## config.mk

```make
export PLATFORM = sky130hd
export DESIGN_NAME = clock_alarm_setting_controller_top
export DESIGN_NICKNAME = d
export VERILOG_FILES = /design/src/rtl/core/casc_pkg.sv /design/src/rtl/core/casc_rem_div.sv /design/src/rtl/core/casc_core.sv /design/src/rtl/core/clock_alarm_setting_controller_top.sv
export SDC_FILE = /design/constraint.sdc
export NUM_CORES = 1
export LEC_CHECK = 0
export ABC_AREA = 1
export ABC_CLOCK_PERIOD_IN_PS = 10100
export BUFFER_PORTS_ARGS = -buffer_cell sky130_fd_sc_hd__buf_4
export CORE_UTILIZATION = 28
export DETAILED_ROUTE_END_ITERATION = 10
export GPL_ROUTABILITY_DRIVEN = 0
export PLACE_DENSITY = 0.49
export SETUP_SLACK_MARGIN = 0.2
export SLEW_MARGIN = 30
export SYNTH_ARGS = -nofsm -noshare
export SYNTH_HDL_FRONTEND = slang
export SYNTH_SLANG_ARGS = --single-unit
```

## constraint.sdc

```tcl
create_clock -name aclk -period 10.1 [get_ports aclk]
set_clock_uncertainty 0.2 [all_clocks]
set_input_delay 2.02 -clock aclk [delete_from_list [all_inputs] [get_ports aclk]]
set_output_delay 2.02 -clock aclk [all_outputs]
set_load 0.01 [all_outputs]
```

## src/rtl/core/casc_pkg.sv

```systemverilog
// casc_pkg: shared types, codes and helpers for the clock and alarm setting controller
// no dependencies; used by every module under rtl/core
package casc_pkg;

    localparam int HmsW       = 17;
    localparam int BlinkW     = 13;
    localparam int AlertW     = 14;
    localparam int LedHalfW   = 12;
    localparam int PhaseW     = 13;
    localparam int CfgDataW   = 14;
    localparam int CfgIndexW  = 2;
    localparam int RemStepsW  = 4;

    localparam logic [5:0] HOUR_MAX   = 6'd23;
    localparam logic [5:0] MINSEC_MAX = 6'd59;

    localparam logic [RemStepsW-1:0] REM_LAST_STEP = RemStepsW'(AlertW - 1);

    // actions
    localparam logic [2:0] ACT_TICK        = 3'd0;
    localparam logic [2:0] ACT_CLOCK_SET   = 3'd1;
    localparam logic [2:0] ACT_ALARM_SET   = 3'd2;
    localparam logic [2:0] ACT_PLUS        = 3'd3;
    localparam logic [2:0] ACT_MINUS_PRESS = 3'd4;
    localparam logic [2:0] ACT_MINUS_REL   = 3'd5;

    // edit fields, also the edit mode counter values
    localparam logic [1:0] FIELD_NONE   = 2'd0;
    localparam logic [1:0] FIELD_HOUR   = 2'd1;
    localparam logic [1:0] FIELD_MINUTE = 2'd2;
    localparam logic [1:0] FIELD_SECOND = 2'd3;

    // setting modes
    localparam logic [1:0] MODE_NORMAL = 2'd0;
    localparam logic [1:0] MODE_CLOCK  = 2'd1;
    localparam logic [1:0] MODE_ALARM  = 2'd2;

    // register indexes
    localparam logic [CfgIndexW-1:0] CFG_BLINK_PERIOD  = 2'd0;
    localparam logic [CfgIndexW-1:0] CFG_BLINK_VISIBLE = 2'd1;
    localparam logic [CfgIndexW-1:0] CFG_ALERT_TICKS   = 2'd2;
    localparam logic [CfgIndexW-1:0] CFG_LED_HALF      = 2'd3;

    localparam logic [BlinkW-1:0]   BLINK_PERIOD_RST  = 13'd2000;
    localparam logic [BlinkW-1:0]   BLINK_VISIBLE_RST = 13'd1000;
    localparam logic [AlertW-1:0]   ALERT_TICKS_RST   = 14'd5000;
    localparam logic [LedHalfW-1:0] LED_HALF_RST      = 12'd200;

    typedef struct packed {
        logic [BlinkW-1:0]   blink_period_ticks;
        logic [BlinkW-1:0]   blink_visible_ticks;
        logic [AlertW-1:0]   alert_ticks;
        logic [LedHalfW-1:0] led_half_ticks;
    } cfg_t;

    typedef struct packed {
        logic [2:0]        action;
        logic [4:0]        rtc_hour;
        logic [5:0]        rtc_minute;
        logic [5:0]        rtc_second;
        logic signed [7:0] temperature_sample;
    } item_t;

    typedef struct packed {
        logic [1:0]        setting_mode;
        logic [1:0]        edit_field;
        logic [4:0]        shown_hour;
        logic [5:0]        shown_minute;
        logic [5:0]        shown_second;
        logic              field_blanked;
        logic              show_temperature;
        logic signed [7:0] shown_temperature;
        logic              led_on;
        logic              rtc_write;
    } result_t;

    typedef struct packed {
        logic              busy;
        logic              done;
        logic [PhaseW-1:0] rem;
    } rem_status_t;

    // saturating step of one field of a packed h:m:s word
    function automatic logic [HmsW-1:0] step_part(input logic [HmsW-1:0] t,
                                                  input logic [1:0] part,
                                                  input logic up);
        logic [5:0] lim;
        logic [5:0] v;
        logic [5:0] nv;
        logic [6:0] inc;
        logic [HmsW-1:0] r;
        lim = (part == FIELD_HOUR) ? HOUR_MAX : MINSEC_MAX;
        case (part)
            FIELD_HOUR:   v = {1'b0, t[16:12]};
            FIELD_MINUTE: v = t[11:6];
            default:      v = t[5:0];
        endcase
        inc = {1'b0, v} + 7'd1;
        if (up) begin
            nv = (inc >= {1'b0, lim}) ? lim : inc[5:0];
        end else if (v == 6'd0) begin
            nv = 6'd0;
        end else begin
            nv = ((v - 6'd1) >= lim) ? lim : (v - 6'd1);
        end
        r = t;
        case (part)
            FIELD_HOUR:   r[16:12] = nv[4:0];
            FIELD_MINUTE: r[11:6]  = nv;
            default:      r[5:0]   = nv;
        endcase
        return r;
    endfunction

endpackage

```

## src/rtl/core/casc_rem_div.sv

```systemverilog
// casc_rem_div: bit-serial remainder of the alert count by the led blink period
// depends on casc_pkg; one quotient bit per cycle, restartable
module casc_rem_div (
    input  logic                          aclk,
    input  logic                          aresetn,
    input  logic                          start,
    input  logic [casc_pkg::AlertW-1:0]   dividend,
    input  logic [casc_pkg::PhaseW-1:0]   divisor,
    output casc_pkg::rem_status_t         status
);

    logic                            busy_reg, busy_next;
    logic                            done_reg, done_next;
    logic [casc_pkg::RemStepsW-1:0]  cnt_reg, cnt_next;
    logic [casc_pkg::AlertW-1:0]     num_reg, num_next;
    logic [casc_pkg::PhaseW-1:0]     den_reg, den_next;
    logic [casc_pkg::PhaseW-1:0]     rem_reg, rem_next;
    logic [casc_pkg::AlertW-1:0]     trial;
    logic [casc_pkg::AlertW-1:0]     den_ext;

    assign trial   = {rem_reg, num_reg[casc_pkg::AlertW-1]};
    assign den_ext = {1'b0, den_reg};

    always_comb begin
        busy_next = busy_reg;
        done_next = 1'b0;
        cnt_next  = cnt_reg;
        num_next  = num_reg;
        den_next  = den_reg;
        rem_next  = rem_reg;
        if (start) begin
            busy_next = 1'b1;
            cnt_next  = '0;
            num_next  = dividend;
            den_next  = divisor;
            rem_next  = '0;
        end else if (busy_reg) begin
            num_next = {num_reg[casc_pkg::AlertW-2:0], 1'b0};
            if (trial >= den_ext) begin
                rem_next = casc_pkg::PhaseW'(trial - den_ext);
            end else begin
                rem_next = trial[casc_pkg::PhaseW-1:0];
            end
            cnt_next = cnt_reg + 1'b1;
            if (cnt_reg == casc_pkg::REM_LAST_STEP) begin
                busy_next = 1'b0;
                done_next = 1'b1;
            end
        end
    end

    always_ff @(posedge aclk) begin
        if (!aresetn) begin
            busy_reg <= 1'b0;
            done_reg <= 1'b0;
            cnt_reg  <= '0;
        end else begin
            busy_reg <= busy_next;
            done_reg <= done_next;
            cnt_reg  <= cnt_next;
        end
        num_reg <= num_next;
        den_reg <= den_next;
        rem_reg <= rem_next;
    end

    assign status.busy = busy_reg;
    assign status.done = done_reg;
    assign status.rem  = rem_reg;

endmodule

```

## src/rtl/core/casc_core.sv

```systemverilog
// casc_core: clock/alarm setting state and the single-pass next-state and result logic
// depends on casc_pkg and casc_rem_div
module casc_core (
    input  logic                 aclk,
    input  logic                 aresetn,
    input  logic                 step,
    input  casc_pkg::item_t      item,
    input  casc_pkg::cfg_t       cfg,
    input  logic                 led_cfg_written,
    output casc_pkg::result_t    result,
    output logic                 busy
);

    logic [1:0]                    clock_mode_reg, clock_mode_next;
    logic [1:0]                    alarm_mode_reg, alarm_mode_next;
    logic [casc_pkg::HmsW-1:0]     clock_hms_reg, clock_hms_next;
    logic [casc_pkg::HmsW-1:0]     alarm_hms_reg, alarm_hms_next;
    logic [casc_pkg::HmsW-1:0]     edit_hms_reg, edit_hms_next;
    logic                          alarm_valid_reg, alarm_valid_next;
    logic [casc_pkg::BlinkW-1:0]   blink_reg, blink_next;
    logic                          alert_reg, alert_next;
    logic [casc_pkg::AlertW-1:0]   alert_cnt_reg, alert_cnt_next;
    logic [casc_pkg::PhaseW-1:0]   phase_reg, phase_next;
    logic                          temp_view_reg, temp_view_next;
    logic signed [7:0]             temp_reg, temp_next;

    logic                          is_key;
    logic                          up;
    logic                          setting;
    logic                          rtc_write;
    logic [casc_pkg::BlinkW-1:0]   blink_inc;
    logic [casc_pkg::AlertW-1:0]   alert_inc;
    logic [casc_pkg::PhaseW-1:0]   phase_inc;
    logic [casc_pkg::LedHalfW-1:0] half;
    logic [casc_pkg::PhaseW-1:0]   period;
    logic [casc_pkg::HmsW-1:0]     shown;
    casc_pkg::rem_status_t         rem_st;

    assign half   = (cfg.led_half_ticks == '0) ? casc_pkg::LedHalfW'(1) : cfg.led_half_ticks;
    assign period = {half, 1'b0};

    casc_rem_div u_rem_div (
        .aclk     (aclk),
        .aresetn  (aresetn),
        .start    (led_cfg_written),
        .dividend (alert_cnt_reg),
        .divisor  (period),
        .status   (rem_st)
    );

    assign busy = led_cfg_written | rem_st.busy | rem_st.done;

    always_comb begin
        clock_mode_next  = clock_mode_reg;
        alarm_mode_next  = alarm_mode_reg;
        clock_hms_next   = clock_hms_reg;
        alarm_hms_next   = alarm_hms_reg;
        edit_hms_next    = edit_hms_reg;
        alarm_valid_next = alarm_valid_reg;
        blink_next       = blink_reg;
        alert_next       = alert_reg;
        alert_cnt_next   = alert_cnt_reg;
        phase_next       = phase_reg;
        temp_view_next   = temp_view_reg;
        temp_next        = temp_reg;
        rtc_write        = 1'b0;
        blink_inc        = '0;
        alert_inc        = '0;
        phase_inc        = '0;
        up               = (item.action == casc_pkg::ACT_PLUS);
        is_key           = (item.action == casc_pkg::ACT_CLOCK_SET)
                        || (item.action == casc_pkg::ACT_ALARM_SET)
                        || (item.action == casc_pkg::ACT_PLUS)
                        || (item.action == casc_pkg::ACT_MINUS_PRESS);

        if (is_key) begin
            alert_next     = 1'b0;
            alert_cnt_next = '0;
            phase_next     = '0;
            temp_view_next = 1'b0;
        end

        case (item.action) inside
            casc_pkg::ACT_CLOCK_SET: begin
                if (alarm_mode_reg == casc_pkg::FIELD_NONE) begin
                    clock_mode_next = clock_mode_reg + 2'd1;
                    rtc_write = (clock_mode_reg == casc_pkg::FIELD_SECOND);
                end
            end
            casc_pkg::ACT_ALARM_SET: begin
                if (clock_mode_reg == casc_pkg::FIELD_NONE) begin
                    alarm_mode_next = alarm_mode_reg + 2'd1;
                    if (alarm_mode_reg == casc_pkg::FIELD_SECOND) begin
                        alarm_hms_next   = edit_hms_reg;
                        alarm_valid_next = 1'b1;
                    end else if (alarm_mode_reg == casc_pkg::FIELD_NONE) begin
                        edit_hms_next = clock_hms_reg;
                    end
                end
            end
            casc_pkg::ACT_PLUS, casc_pkg::ACT_MINUS_PRESS: begin
                if (clock_mode_reg != casc_pkg::FIELD_NONE) begin
                    clock_hms_next = casc_pkg::step_part(clock_hms_reg, clock_mode_reg, up);
                end else if (alarm_mode_reg != casc_pkg::FIELD_NONE) begin
                    edit_hms_next = casc_pkg::step_part(edit_hms_reg, alarm_mode_reg, up);
                end else if (!up) begin
                    temp_next      = item.temperature_sample;
                    temp_view_next = 1'b1;
                end
            end
            casc_pkg::ACT_MINUS_REL: begin
                temp_view_next = 1'b0;
            end
            default: begin
            end
        endcase

        setting = (clock_mode_next != casc_pkg::FIELD_NONE)
               || (alarm_mode_next != casc_pkg::FIELD_NONE);

        if (!setting && !rtc_write) begin
            clock_hms_next = {item.rtc_hour, item.rtc_minute, item.rtc_second};
        end

        if (alarm_valid_next && (clock_hms_next == alarm_hms_next)) begin
            alert_next     = 1'b1;
            alert_cnt_next = '0;
            phase_next     = '0;
        end

        if (item.action == casc_pkg::ACT_TICK) begin
            if (setting) begin
                blink_inc  = blink_reg + 1'b1;
                blink_next = (blink_inc >= cfg.blink_period_ticks) ? '0 : blink_inc;
            end
            if (alert_next) begin
                alert_inc = alert_cnt_next + 1'b1;
                phase_inc = phase_next + 1'b1;
                if (alert_inc >= cfg.alert_ticks) begin
                    alert_cnt_next = '0;
                    alert_next     = 1'b0;
                end else begin
                    alert_cnt_next = alert_inc;
                end
                if (alert_cnt_next == '0 || phase_inc == period) begin
                    phase_next = '0;
                end else begin
                    phase_next = phase_inc;
                end
            end
        end

        shown = (alarm_mode_next != casc_pkg::FIELD_NONE) ? edit_hms_next : clock_hms_next;

        if (clock_mode_next != casc_pkg::FIELD_NONE) begin
            result.setting_mode = casc_pkg::MODE_CLOCK;
            result.edit_field   = clock_mode_next;
        end else if (alarm_mode_next != casc_pkg::FIELD_NONE) begin
            result.setting_mode = casc_pkg::MODE_ALARM;
            result.edit_field   = alarm_mode_next;
        end else begin
            result.setting_mode = casc_pkg::MODE_NORMAL;
            result.edit_field   = casc_pkg::FIELD_NONE;
        end
        result.shown_hour        = shown[16:12];
        result.shown_minute      = shown[11:6];
        result.shown_second      = shown[5:0];
        result.field_blanked     = setting && (blink_next > cfg.blink_visible_ticks);
        result.show_temperature  = temp_view_next && !setting;
        result.shown_temperature = temp_next;
        result.led_on            = alert_next && (phase_next >= {1'b0, half});
        result.rtc_write         = rtc_write;
    end

    always_ff @(posedge aclk) begin
        if (!aresetn) begin
            clock_mode_reg  <= casc_pkg::FIELD_NONE;
            alarm_mode_reg  <= casc_pkg::FIELD_NONE;
            clock_hms_reg   <= '0;
            alarm_hms_reg   <= '0;
            edit_hms_reg    <= '0;
            alarm_valid_reg <= 1'b0;
            blink_reg       <= '0;
            alert_reg       <= 1'b0;
            alert_cnt_reg   <= '0;
            phase_reg       <= '0;
            temp_view_reg   <= 1'b0;
            temp_reg        <= '0;
        end else if (step) begin
            clock_mode_reg  <= clock_mode_next;
            alarm_mode_reg  <= alarm_mode_next;
            clock_hms_reg   <= clock_hms_next;
            alarm_hms_reg   <= alarm_hms_next;
            edit_hms_reg    <= edit_hms_next;
            alarm_valid_reg <= alarm_valid_next;
            blink_reg       <= blink_next;
            alert_reg       <= alert_next;
            alert_cnt_reg   <= alert_cnt_next;
            phase_reg       <= phase_next;
            temp_view_reg   <= temp_view_next;
            temp_reg        <= temp_next;
        end else if (rem_st.done) begin
            phase_reg <= rem_st.rem;
        end
    end

    // led phase tracks alert count modulo the blink period
    assert property (@(posedge aclk) disable iff (!aresetn)
        !busy |-> (phase_reg < period))
        else $error("led phase out of range");

    assert property (@(posedge aclk) disable iff (!aresetn)
        !alert_reg |-> (alert_cnt_reg == '0 && phase_reg == '0))
        else $error("alert counter running while reminder inactive");

    assert property (@(posedge aclk) disable iff (!aresetn)
        !(clock_mode_reg != casc_pkg::FIELD_NONE && alarm_mode_reg != casc_pkg::FIELD_NONE))
        else $error("clock and alarm setting active together");

endmodule

```

## src/rtl/core/clock_alarm_setting_controller_top.sv

```systemverilog
// clock_alarm_setting_controller_top: ports, config registers, input and result registers
// depends on casc_pkg and casc_core
//
//   channel | direction | handshake            | payload
//   s_      | in        | s_valid / s_ready    | action, rtc time, temperature sample
//   m_      | out       | m_valid / m_ready    | mode, field, shown time, flags, rtc_write
//   cfg_    | in        | cfg_valid / cfg_ready| cfg_index, cfg_data
//
// one item per cycle sustained while m_ready is high and the core is not busy
// each item passes an input register, one pass through the core logic, a result register
// a write to led_half_ticks restarts a bit-serial remainder of the alert count,
// s_ready stays low after that write until the remainder is done
// s_ready follows m_ready when both stages are full and the core is not busy; aresetn is synchronous, active low
module clock_alarm_setting_controller_top (
    input  logic                                  aclk,
    input  logic                                  aresetn,

    input  logic                                  s_valid,
    output logic                                  s_ready,
    input  logic [2:0]                            s_action,
    input  logic [4:0]                            s_rtc_hour,
    input  logic [5:0]                            s_rtc_minute,
    input  logic [5:0]                            s_rtc_second,
    input  logic signed [7:0]                     s_temperature_sample,

    output logic                                  m_valid,
    input  logic                                  m_ready,
    output logic [1:0]                            m_setting_mode,
    output logic [1:0]                            m_edit_field,
    output logic [4:0]                            m_shown_hour,
    output logic [5:0]                            m_shown_minute,
    output logic [5:0]                            m_shown_second,
    output logic                                  m_field_blanked,
    output logic                                  m_show_temperature,
    output logic signed [7:0]                     m_shown_temperature,
    output logic                                  m_led_on,
    output logic                                  m_rtc_write,

    input  logic                                  cfg_valid,
    output logic                                  cfg_ready,
    input  logic [casc_pkg::CfgIndexW-1:0]        cfg_index,
    input  logic [casc_pkg::CfgDataW-1:0]         cfg_data
);

    casc_pkg::cfg_t    cfg_reg;
    casc_pkg::item_t   in_item_reg;
    casc_pkg::result_t res_reg;
    casc_pkg::result_t core_res;
    logic              in_valid_reg;
    logic              m_valid_reg;
    logic              advance;
    logic              core_busy;
    logic              cfg_wr;
    logic              led_cfg_written;
    logic              led_wr_reg;

    assign cfg_ready       = 1'b1;
    assign cfg_wr          = cfg_valid && cfg_ready;
    assign led_cfg_written = cfg_wr && (cfg_index == casc_pkg::CFG_LED_HALF);

    assign advance = in_valid_reg && (!m_valid_reg || m_ready);
    assign s_ready = (!in_valid_reg || advance) && !core_busy;

    always_ff @(posedge aclk) begin
        if (!aresetn) begin
            cfg_reg.blink_period_ticks  <= casc_pkg::BLINK_PERIOD_RST;
            cfg_reg.blink_visible_ticks <= casc_pkg::BLINK_VISIBLE_RST;
            cfg_reg.alert_ticks         <= casc_pkg::ALERT_TICKS_RST;
            cfg_reg.led_half_ticks      <= casc_pkg::LED_HALF_RST;
            led_wr_reg                  <= 1'b0;
        end else begin
            led_wr_reg <= led_cfg_written;
            if (cfg_wr) begin
                unique case (cfg_index)
                    casc_pkg::CFG_BLINK_PERIOD:
                        cfg_reg.blink_period_ticks  <= cfg_data[casc_pkg::BlinkW-1:0];
                    casc_pkg::CFG_BLINK_VISIBLE:
                        cfg_reg.blink_visible_ticks <= cfg_data[casc_pkg::BlinkW-1:0];
                    casc_pkg::CFG_ALERT_TICKS:
                        cfg_reg.alert_ticks         <= cfg_data[casc_pkg::AlertW-1:0];
                    casc_pkg::CFG_LED_HALF:
                        cfg_reg.led_half_ticks      <= cfg_data[casc_pkg::LedHalfW-1:0];
                    default: begin
                    end
                endcase
            end
        end
    end

    always_ff @(posedge aclk) begin
        if (!aresetn) begin
            in_valid_reg <= 1'b0;
            m_valid_reg  <= 1'b0;
        end else begin
            if (s_valid && s_ready) begin
                in_valid_reg <= 1'b1;
            end else if (advance) begin
                in_valid_reg <= 1'b0;
            end
            if (advance) begin
                m_valid_reg <= 1'b1;
            end else if (m_ready) begin
                m_valid_reg <= 1'b0;
            end
        end
        if (s_valid && s_ready) begin
            in_item_reg.action             <= s_action;
            in_item_reg.rtc_hour           <= s_rtc_hour;
            in_item_reg.rtc_minute         <= s_rtc_minute;
            in_item_reg.rtc_second         <= s_rtc_second;
            in_item_reg.temperature_sample <= s_temperature_sample;
        end
        if (advance) begin
            res_reg <= core_res;
        end
    end

    casc_core u_core (
        .aclk            (aclk),
        .aresetn         (aresetn),
        .step            (advance),
        .item            (in_item_reg),
        .cfg             (cfg_reg),
        .led_cfg_written (led_wr_reg),
        .result          (core_res),
        .busy            (core_busy)
    );

    assign m_valid             = m_valid_reg;
    assign m_setting_mode      = res_reg.setting_mode;
    assign m_edit_field        = res_reg.edit_field;
    assign m_shown_hour        = res_reg.shown_hour;
    assign m_shown_minute      = res_reg.shown_minute;
    assign m_shown_second      = res_reg.shown_second;
    assign m_field_blanked     = res_reg.field_blanked;
    assign m_show_temperature  = res_reg.show_temperature;
    assign m_shown_temperature = res_reg.shown_temperature;
    assign m_led_on            = res_reg.led_on;
    assign m_rtc_write         = res_reg.rtc_write;

    // an rtc write item always leaves setting
    assert property (@(posedge aclk) disable iff (!aresetn)
        (m_valid_reg && res_reg.rtc_write) |->
            (res_reg.setting_mode == casc_pkg::MODE_NORMAL
             && res_reg.edit_field == casc_pkg::FIELD_NONE))
        else $error("rtc write while still setting");

endmodule
```

==> summary by stage, run 1 <==
Clock network
The tree built by TritonCTS fans out to 267 sinks. Clock tree synthesis inserted a total of 35 buffers. The buffer type at the clock tree root is sky130_fd_sc_hd__clkbuf_16. At the later pin of the worst-skew pair, clock insertion delay measures ~0.56 ns. The level count of the clock H-tree is 2. The longest clock path from root to sink contains 3 buffers. TritonCTS built the clock tree. After clock tree synthesis, the clock-pin slew on the worst setup and hold paths is 0.06 ns.

Global routing
The via count of the first global-routing pass is between 10000 and 15000. Entering global routing, the biggest net connects 84 pins. The number of antenna violations at the first check in global routing is 0. For this run, the total global-route usage over all layers was measured as 17.4%. The remaining global-route overflow is 0.

The first global-routing pass estimated 83500 um of wire.

Synth
The async set or reset register ratio after synthesis is 0%. The number of nets produced by synthesis is 2537. The number of storage elements in the synthesis netlist is 267.

The cell count after synthesis came out at 2390. The dominant register cell in the synthesized netlist is sky130_fd_sc_hd__dfxtp_1. The synthesized-area fraction occupied by and/or/nand/nor cells is a little under a quarter. The distinct cell type count after synthesis is 56.

The Yosys step of the flow raised 0 warnings. Yosys mapped a number of flops with a built-in enable equal to 87. The share of synthesized cell area in full adder, half adder and majority cells is 7.35%.

Summing every instance area after synthesis gives 0.0168 mm2. The combinational family with the most area after synthesis is simple AND/OR/NAND/NOR gates. The share of cell area taken by muxes after synthesis is 0%. The average instance in the mapped netlist occupies 7.03 um2. After synthesis, flip-flops and latches occupy 37.0% of the total area. The synthesized netlist devotes 18.7% of its cell area to compound gates. The XOR/XNOR share of the synthesized area is under 10%.

Setup path
The highest fanout seen on the critical path is 12. At the worst endpoint, the required time is 10.20 ns. The buffers plus inverters on the worst setup path is 12.

STA classifies the critical path startpoint as a flop. The kind of cell with the highest combined delay on the critical path is simple AND/OR/NAND/NOR gates. In this design, the stage delay of the slowest critical-path cell is 0.36 ns. STA puts the critical path data arrival time at 9.02 ns. The most prevalent standard cell on the critical path is sky130_fd_sc_hd__nand2_1. The standard cell with the maximum stage delay on the critical path is sky130_fd_sc_hd__dfxtp_1. The worst setup path is captured at a flop.

The critical path class is flop to flop.

Routing
The first detailed-routing pass took 9 iterations. The residual DRC count is 6. Detailed routing inserted a total of 15700 vias.

For this block, the initial DRC count from the detailed router was 1041. In this run the remaining antenna-violating nets after routing total 0. In the final routed layout, each cell accounts on average for between 15 and 20 um. The total routed wirelength is around 53000 um. Dividing the detail-routed via count by the number of cells gives 4.87.

Status
The run finished, with violations left. The final reports fail on design-rule violations.

Pwr
Power spread over the standard cell area amounts to 175 mW/mm2. The largest voltage drop on the vdd net is 0.0976 mV. Summed over all cells, the static leakage comes to 8.90 nW.

Finish
The most frequent standard cell in the layout excluding fill and tap cells is sky130_fd_sc_hd__nand2_1. The count of nets after finishing is 2571. The flip-flop count of the largest register after layout is 52. The synthesis-to-layout area growth is 15.2%. In the layout the commonest cells are 495 x sky130_fd_sc_hd__nand2_1, 371 x sky130_fd_sc_hd__inv_1, 268 x sky130_fd_sc_hd__o21ai_0, 218 x sky130_fd_sc_hd__a21oi_1, 179 x sky130_fd_sc_hd__dfxtp_1. The count of non-filler cells in the finished layout is between 3000 and 4000. Cells with a size suffix above 1 make up 9.80% of the layout. The antenna diode instance count is 0.

STA
In the finished design, the share of the clock period the worst path needs comes to 88.3%. The relative max-transition margin is approximately a third. Setup violations remaining at the end of the flow were counted as 0. At the pin with the least slew margin, the transition time is roughly 1 ns. The final critical-path required period is 8.92 ns. Setup total negative slack on the finished layout was measured at 0 ns. Setup repair after global routing left no endpoint under its margin. The number of hold-slack violations in the final timing report was 0. The number of max-slew violations in the final report is 0. Timing would allow up to 112 MHz.

Die
The height of the die is 247 um. The floorplan die area is a little over 0.06 mm2. The overall die width is 247 um.

The total area inside the core boundary comes to 0.0591 mm2. After floorplanning, the core was divided into between 80 and 90 placement rows. The initial utilization of the core area, before any placement, comes to approximately 28%. 85 I/O pins were placed.

Placed design
The instance count after placement with tap cells included is ~3200. Buffers placed on the I/O ports in this run total a little over 80. The placed wire-length estimate after detailed placement is 38400 um.

Min path
The class of the most critical hold timing path is flop to flop.

Run
The number of max-cap violations is 0.
tightest hold or removal path, stage by stage (launching register included):
cell and delay, ns:
sky130_fd_sc_hd__dfxtp_1 0.29, sky130_fd_sc_hd__inv_1 0.06, sky130_fd_sc_hd__a21oi_1 0.06
power by group:
group | switching, mW | internal (mW)
logic | 0.601 | 0.290
clock network | 0.504 | 0.735
registers | 0.0548 | 1.21
metrics by stage:
stage / hold WS [ns] / worst slack [ns] / util, % / power (mW) / area (um2)
floorplan: 0.229 / 1.76 / - / 1.89 / 16800
global placement: 0.256 / 0.709 / 30.5 / 2.15 / 18100
detailed placement: 0.262 / 0.421 / 30.6 / 2.16 / 18100
CTS: 0.269 / 0.349 / 32.5 / 3.43 / 19200
global route: 0.281 / 0.184 / 32.7 / 3.60 / 19300
finish: 0.263 / 1.18 / 32.7 / 3.39 / 19300
logic make-up after synthesis:
family | count (synthesis)
AND/OR/NAND/NOR | 897
AO/OA/AOI/OAI | 583
buffers and inverters | 511
flip-flops | 267
adder cells (fa/ha/maj) | 98
XOR/XNOR | 33
other | 1
synth_stat cells, drive strengths merged (23+ instances only):
master	number	area (um2)
a21oi	218	1090
dfxtp	180	3600
o21ai	282	1420
inv	396	1490
xor2	29	254
ha	97	1210
nor3	23	125
nand3	170	896
buf	26	155
clkbuf	84	315
nand2	509	1950
nor2	125	512
o211ai	44	330
nand4	29	188
edfxtp	87	2610
routing by layer:
metal  wire length (um)  vias up  GRT usage (%)
met1              26200     7258           24.9
met3               3060       73           3.02
met5                  0        -              0
met2              22900      413           26.5
met4               1110        0           4.70
li1                   -     7954              -
final timing paths:
check | from | end | slack (ns) | cells past startpoint
hold / removal | cfg_reg[14] | cfg_reg[14] | 0.26 | 2
setup reg to reg | u_core.clock_mode_reg[1] | m_led_on | 1.18 | 69
hold reg to reg | cfg_reg[14] | cfg_reg[14] | 0.26 | 2
setup / recovery | u_core.clock_mode_reg[1] | m_led_on | 1.18 | 69
what timing repair did:
item,CTS,global route
hold endpoints to repair,0,0
buffers inserted,0,6
hold buffers,0,0
endpoints found under the setup margin,0,1
gates resized for setup,0,22
layout make-up:
cell class / instances / area, um2
clock inverters: 13 / 114
clock buffers: 50 / 1020
repair inverters: 1 / 5.00
fillers: 6367 / 39800
repair buffers: 106 / 806
inverters: 401 / 1510
multi-input cells: 1612 / 8690
well taps: 773 / 967
flip-flops and latches: 267 / 6220
(Power assumes the default switching activity.)
==> run 2, diff against run 1 <==
--- a/config.mk
+++ b/config.mk
@@ -5,7 +5,6 @@
 export SDC_FILE = /design/constraint.sdc
 export NUM_CORES = 1
 export LEC_CHECK = 0
-export ABC_AREA = 1
 export ABC_CLOCK_PERIOD_IN_PS = 10100
 export BUFFER_PORTS_ARGS = -buffer_cell sky130_fd_sc_hd__buf_4
 export CORE_UTILIZATION = 28
==> summary by stage, run 2 <==
Status
The flow ran to the end, and the final reports show no timing, DRC or antenna violations.

Setup path
The worst register-to-register path begins at u_core.clock_mode_reg[1]. The worst reg2reg path endpoint is m_led_on. The arrival time at the worst endpoint is approximately 9.6 ns. The worst setup path is captured at a flop.

The standard cell with the maximum stage delay on the critical path is sky130_fd_sc_hd__a221o_2. Counting both buffers and inverters, the worst setup path holds a total of 7. By startpoint and endpoint, the worst setup path is classified as flop to flop. Counting stages on the worst path, the most repeated cell is sky130_fd_sc_hd__a21o_1. The endpoint required time on the critical path is 10.17 ns.

The worst register-to-register path has a depth of 48. In this run the worst path has a maximum fanout of 14. The kind of cell with the highest combined delay on the critical path is compound AO/OA/AOI/OAI gates. The reg2reg setup slack is 0.62 ns. In this design, the stage delay of the slowest critical-path cell is 0.44 ns.

In this run the worst setup path begins at u_core.clock_mode_reg[1]. STA classifies the critical path startpoint as a flop.

Pwr
Dividing total power by cell area gives a power density of 166 mW/mm2. Summed over all cells, the static leakage comes to 7.94 nW. The post-route total power is 3.28 mW.

The largest voltage drop on the vdd net is between 0.1 and 0.15 mV.

STA
The number of hold-slack violations in the final timing report is 0. The relative max-transition margin is between 30% and 40%. The number of max-slew violations in the final report is 0. Setup repair after global routing left no endpoint under its margin. Setup violations remaining at the end of the flow were counted as 0. The setup TNS is 0 ns. Of the available clock period, the critical path in the final layout requires between 90 and 100%. The final critical-path required period is 9.48 ns. Based on the critical path, the design can be clocked at up to 105 MHz.

Setup slack on the critical path of the routed design comes to 0.617 ns. The transition time of the tightest slew-check pin is 0.975 ns.

Synth
By area the synthesized netlist is led by sky130_fd_sc_hd__dfxtp_1 22%, sky130_fd_sc_hd__edfxtp_1 16%, sky130_fd_sc_hd__ha_1 7.3%. The synthesized netlist contains 100 unique library cells. The number of nets produced by synthesis is 2081. Counting flops with a built-in enable in the synthesized netlist gives slightly below 90.

After synthesis, the mean cell area works out to ~8.6 um2. The cell type with the highest aggregate area in the netlist is sky130_fd_sc_hd__dfxtp_1. The area share of the largest cell type after synthesis is 21.7%.

Counting flops and latches in the post-synthesis netlist gives 267. In the post-synthesis netlist, the cell with the most instances is sky130_fd_sc_hd__nand2_1. The dominant register cell in the synthesized netlist is sky130_fd_sc_hd__dfxtp_1. The share of the yosys chip area belonging to registers is 37.5%. The async set or reset register ratio after synthesis is 0%. The number of warnings issued by yosys is 0. The number of instances in the synthesized netlist is 1934.

After synthesis the cells add up to 0.0166 mm2. Sorting the synthesized cells by how often they occur yields 237 x sky130_fd_sc_hd__nand2_1, 200 x sky130_fd_sc_hd__nor2_1, 180 x sky130_fd_sc_hd__dfxtp_1.

Clock network
In this run the clock root is driven by a sky130_fd_sc_hd__clkbuf_16. The number of buffers created by CTS is 34. The clock reaches the later pin of the worst-skew pair after 0.56 ns. Clock-pin slew was measured on the worst setup and hold paths at 0.06 ns. The H-tree was split into 2 levels. The clock passes through at most 3 buffers. TritonCTS built the clock tree.

For this design, the sink count on the clock tree is 267. Hold repair after CTS inserted 0 buffers.

Routing
Dividing the detail-routed via count by the number of cells gives approximately 5.2. After detailed routing, the number of remaining DRC violations is 0. The final route contains ~15000 vias. The first routing iteration left 1184 violations.

The number of nets with antenna violations after routing is 0. The average detailed-routed wire length per instance is 18.9 um. For this block, the routed nets add up to 52800 um of wire. For this run, the detailed router's first-pass iteration total came to 6.

Min path
The sink of the worst hold path is cfg_reg[27]. The critical hold path startpoint is cfg_reg[27]. The worst hold path passes through 2 cells. The tightest min-delay check is of the flop to flop type.

Die
The floorplan step set the die height to 245 um. The initial cell density of the core is 28.5%. The area of the core is 0.0581 mm2. The die covers approximately 0.06 mm2. From left edge to right edge, the die measures about 250 um. The I/O pin count is 85. In this run the core area contains 88 standard-cell rows.

Finish
The share of final-layout standard cells stronger than drive strength 1 is 16.4%. The library cells used most frequently in the layout, excluding fill and tap cells, are 237 x sky130_fd_sc_hd__nand2_1, 188 x sky130_fd_sc_hd__nor2_1, 179 x sky130_fd_sc_hd__dfxtp_1, 143 x sky130_fd_sc_hd__buf_4, 108 x sky130_fd_sc_hd__a21oi_1. The area growth from synthesis to layout is 19.0%. The sequential cell area is 0.00622 mm2. The antenna diode instance count is 0. Summing all multi-input logic gate instances after layout gives around 0.0098 mm2. The filler cell count is 6063. The flip-flop count of the largest register after layout is 52.

The final layout contains 2144 nets. The library cell used most frequently in the layout, excluding fill and tap cells, is sky130_fd_sc_hd__nand2_1.

Placed design
The placed wire-length estimate after detailed placement is between 30000 and 40000 um. The count of buffers added on input and output ports is between 80 and 90. The worst slack at placement is 0.151 ns.

Global routing
The first global-routing pass estimated 81200 um of wire. The remaining global-route overflow is 0. The via count of the first global-routing pass is 13900.

Global routing used 17.2% of the available tracks across all layers. The pin count of the biggest net entering global routing is 71. The number of antenna violations at the first check in global routing is 0.

Run
The number of max-cap violations is 0.
-- run 2: changes by cell type in the layout (fill, tap and decap cells not counted), moves of 28 or more --
cell,change
sky130_fd_sc_hd__o21a_1,+28
sky130_fd_sc_hd__xnor2_1,+51
sky130_fd_sc_hd__buf_4,+39
sky130_fd_sc_hd__nand2_1,-258
sky130_fd_sc_hd__nor2_1,+77
sky130_fd_sc_hd__a21oi_1,-110
sky130_fd_sc_hd__nand3_1,-116
sky130_fd_sc_hd__mux2i_1,+57
sky130_fd_sc_hd__o21ai_0,-206
sky130_fd_sc_hd__inv_1,-274
-- run 2: per-stage QoR --
| step | utilization [%] | std cells | hold slack (ns) | area (um2) |
|---|---|---|---|---|
| after CTS | 33.0 | 2766 | 0.257 | 19200 |
| after floorplan | - | 1934 | 0.230 | 16600 |
| after detailed placement | 31.0 | 2705 | 0.249 | 18000 |
| after global routing | 33.9 | 2787 | 0.269 | 19700 |
| final | 33.9 | 2787 | 0.255 | 19700 |
| after global placement | 31.0 | 2705 | 0.243 | 18000 |
-- run 2: routing by layer --
layer | vias to the layer above | GRT usage [%] | wire length [um]
met1 | 6913 | 24.2 | 24500
met4 | 0 | 6.56 | 1820
met5 | - | 0 | 0
met2 | 512 | 26.4 | 23200
met3 | 106 | 2.48 | 3250
li1 | 7035 | - | -
-- run 2: worst reg2reg max path, delay by kind of cell, from the launching register on --
kind | cells | cell delay, ns
xor gates and xnor gates | 3 | 0.45
DFF | 1 | 0.38
and+or+nand+nor | 15 | 2.59
buffers and inverters | 7 | 1.04
AOI/OAI and AO/OA | 18 | 3.25
adders and majority gates | 5 | 1.29
-- run 2: final cells by class --
cell class,count,area share (%)
Tap cell,765,4.85
Multi-Input combinational cell,1441,49.7
Inverter,104,2.01
Clock inverter,14,0.856
Clock buffer,47,5.08
Timing Repair Buffer,149,5.97
Sequential cell,267,31.5
-- run 2: logic make-up (layout without fill, tap and decap cells) --
group | after synthesis | count (layout) | synth area share (%)
AND/OR/NAND/NOR | 688 | 688 | 19.4
AO/OA/AOI/OAI | 492 | 492 | 20.7
adder cells (fa/ha/maj) | 98 | 98 | 7.44
multiplexers | 85 | 85 | 5.43
other | 1 | 1 | 0.0226
flip-flops | 267 | 267 | 37.5
buffers and inverters | 226 | 314 | 5.49
XOR/XNOR | 77 | 77 | 4.07
-- run 2: how the worst max path moves through the flow --
stage,slack (ns),endpoint,depth (start not counted)
2_1_floorplan,0.23,m_led_on,52
3_3_place_gp,0.31,m_led_on,49
3_5_place_dp,0.15,m_led_on,46
4_1_cts,0.20,m_led_on,49
5_1_grt,0.08,m_led_on,52
6_report,0.62,m_led_on,48
-- run 2: power by group --
group	switching, mW	leakage, nW	total [mW]	internal [mW]
clock	0.502	0.578	1.28	0.774
combinational	0.432	5.06	0.747	0.315
sequential	0.0719	2.30	1.26	1.18
total	1.01	7.94	3.28	2.27
-- run 2: repair_timing --
action | in CTS | in global routing
pin swaps | 1 | 42
setup buffers | 0 | 19
gates cloned | 0 | 2
endpoints found under the setup margin | 1 | 1
hold endpoints to repair | 0 | 0
gates resized for setup | 3 | 72
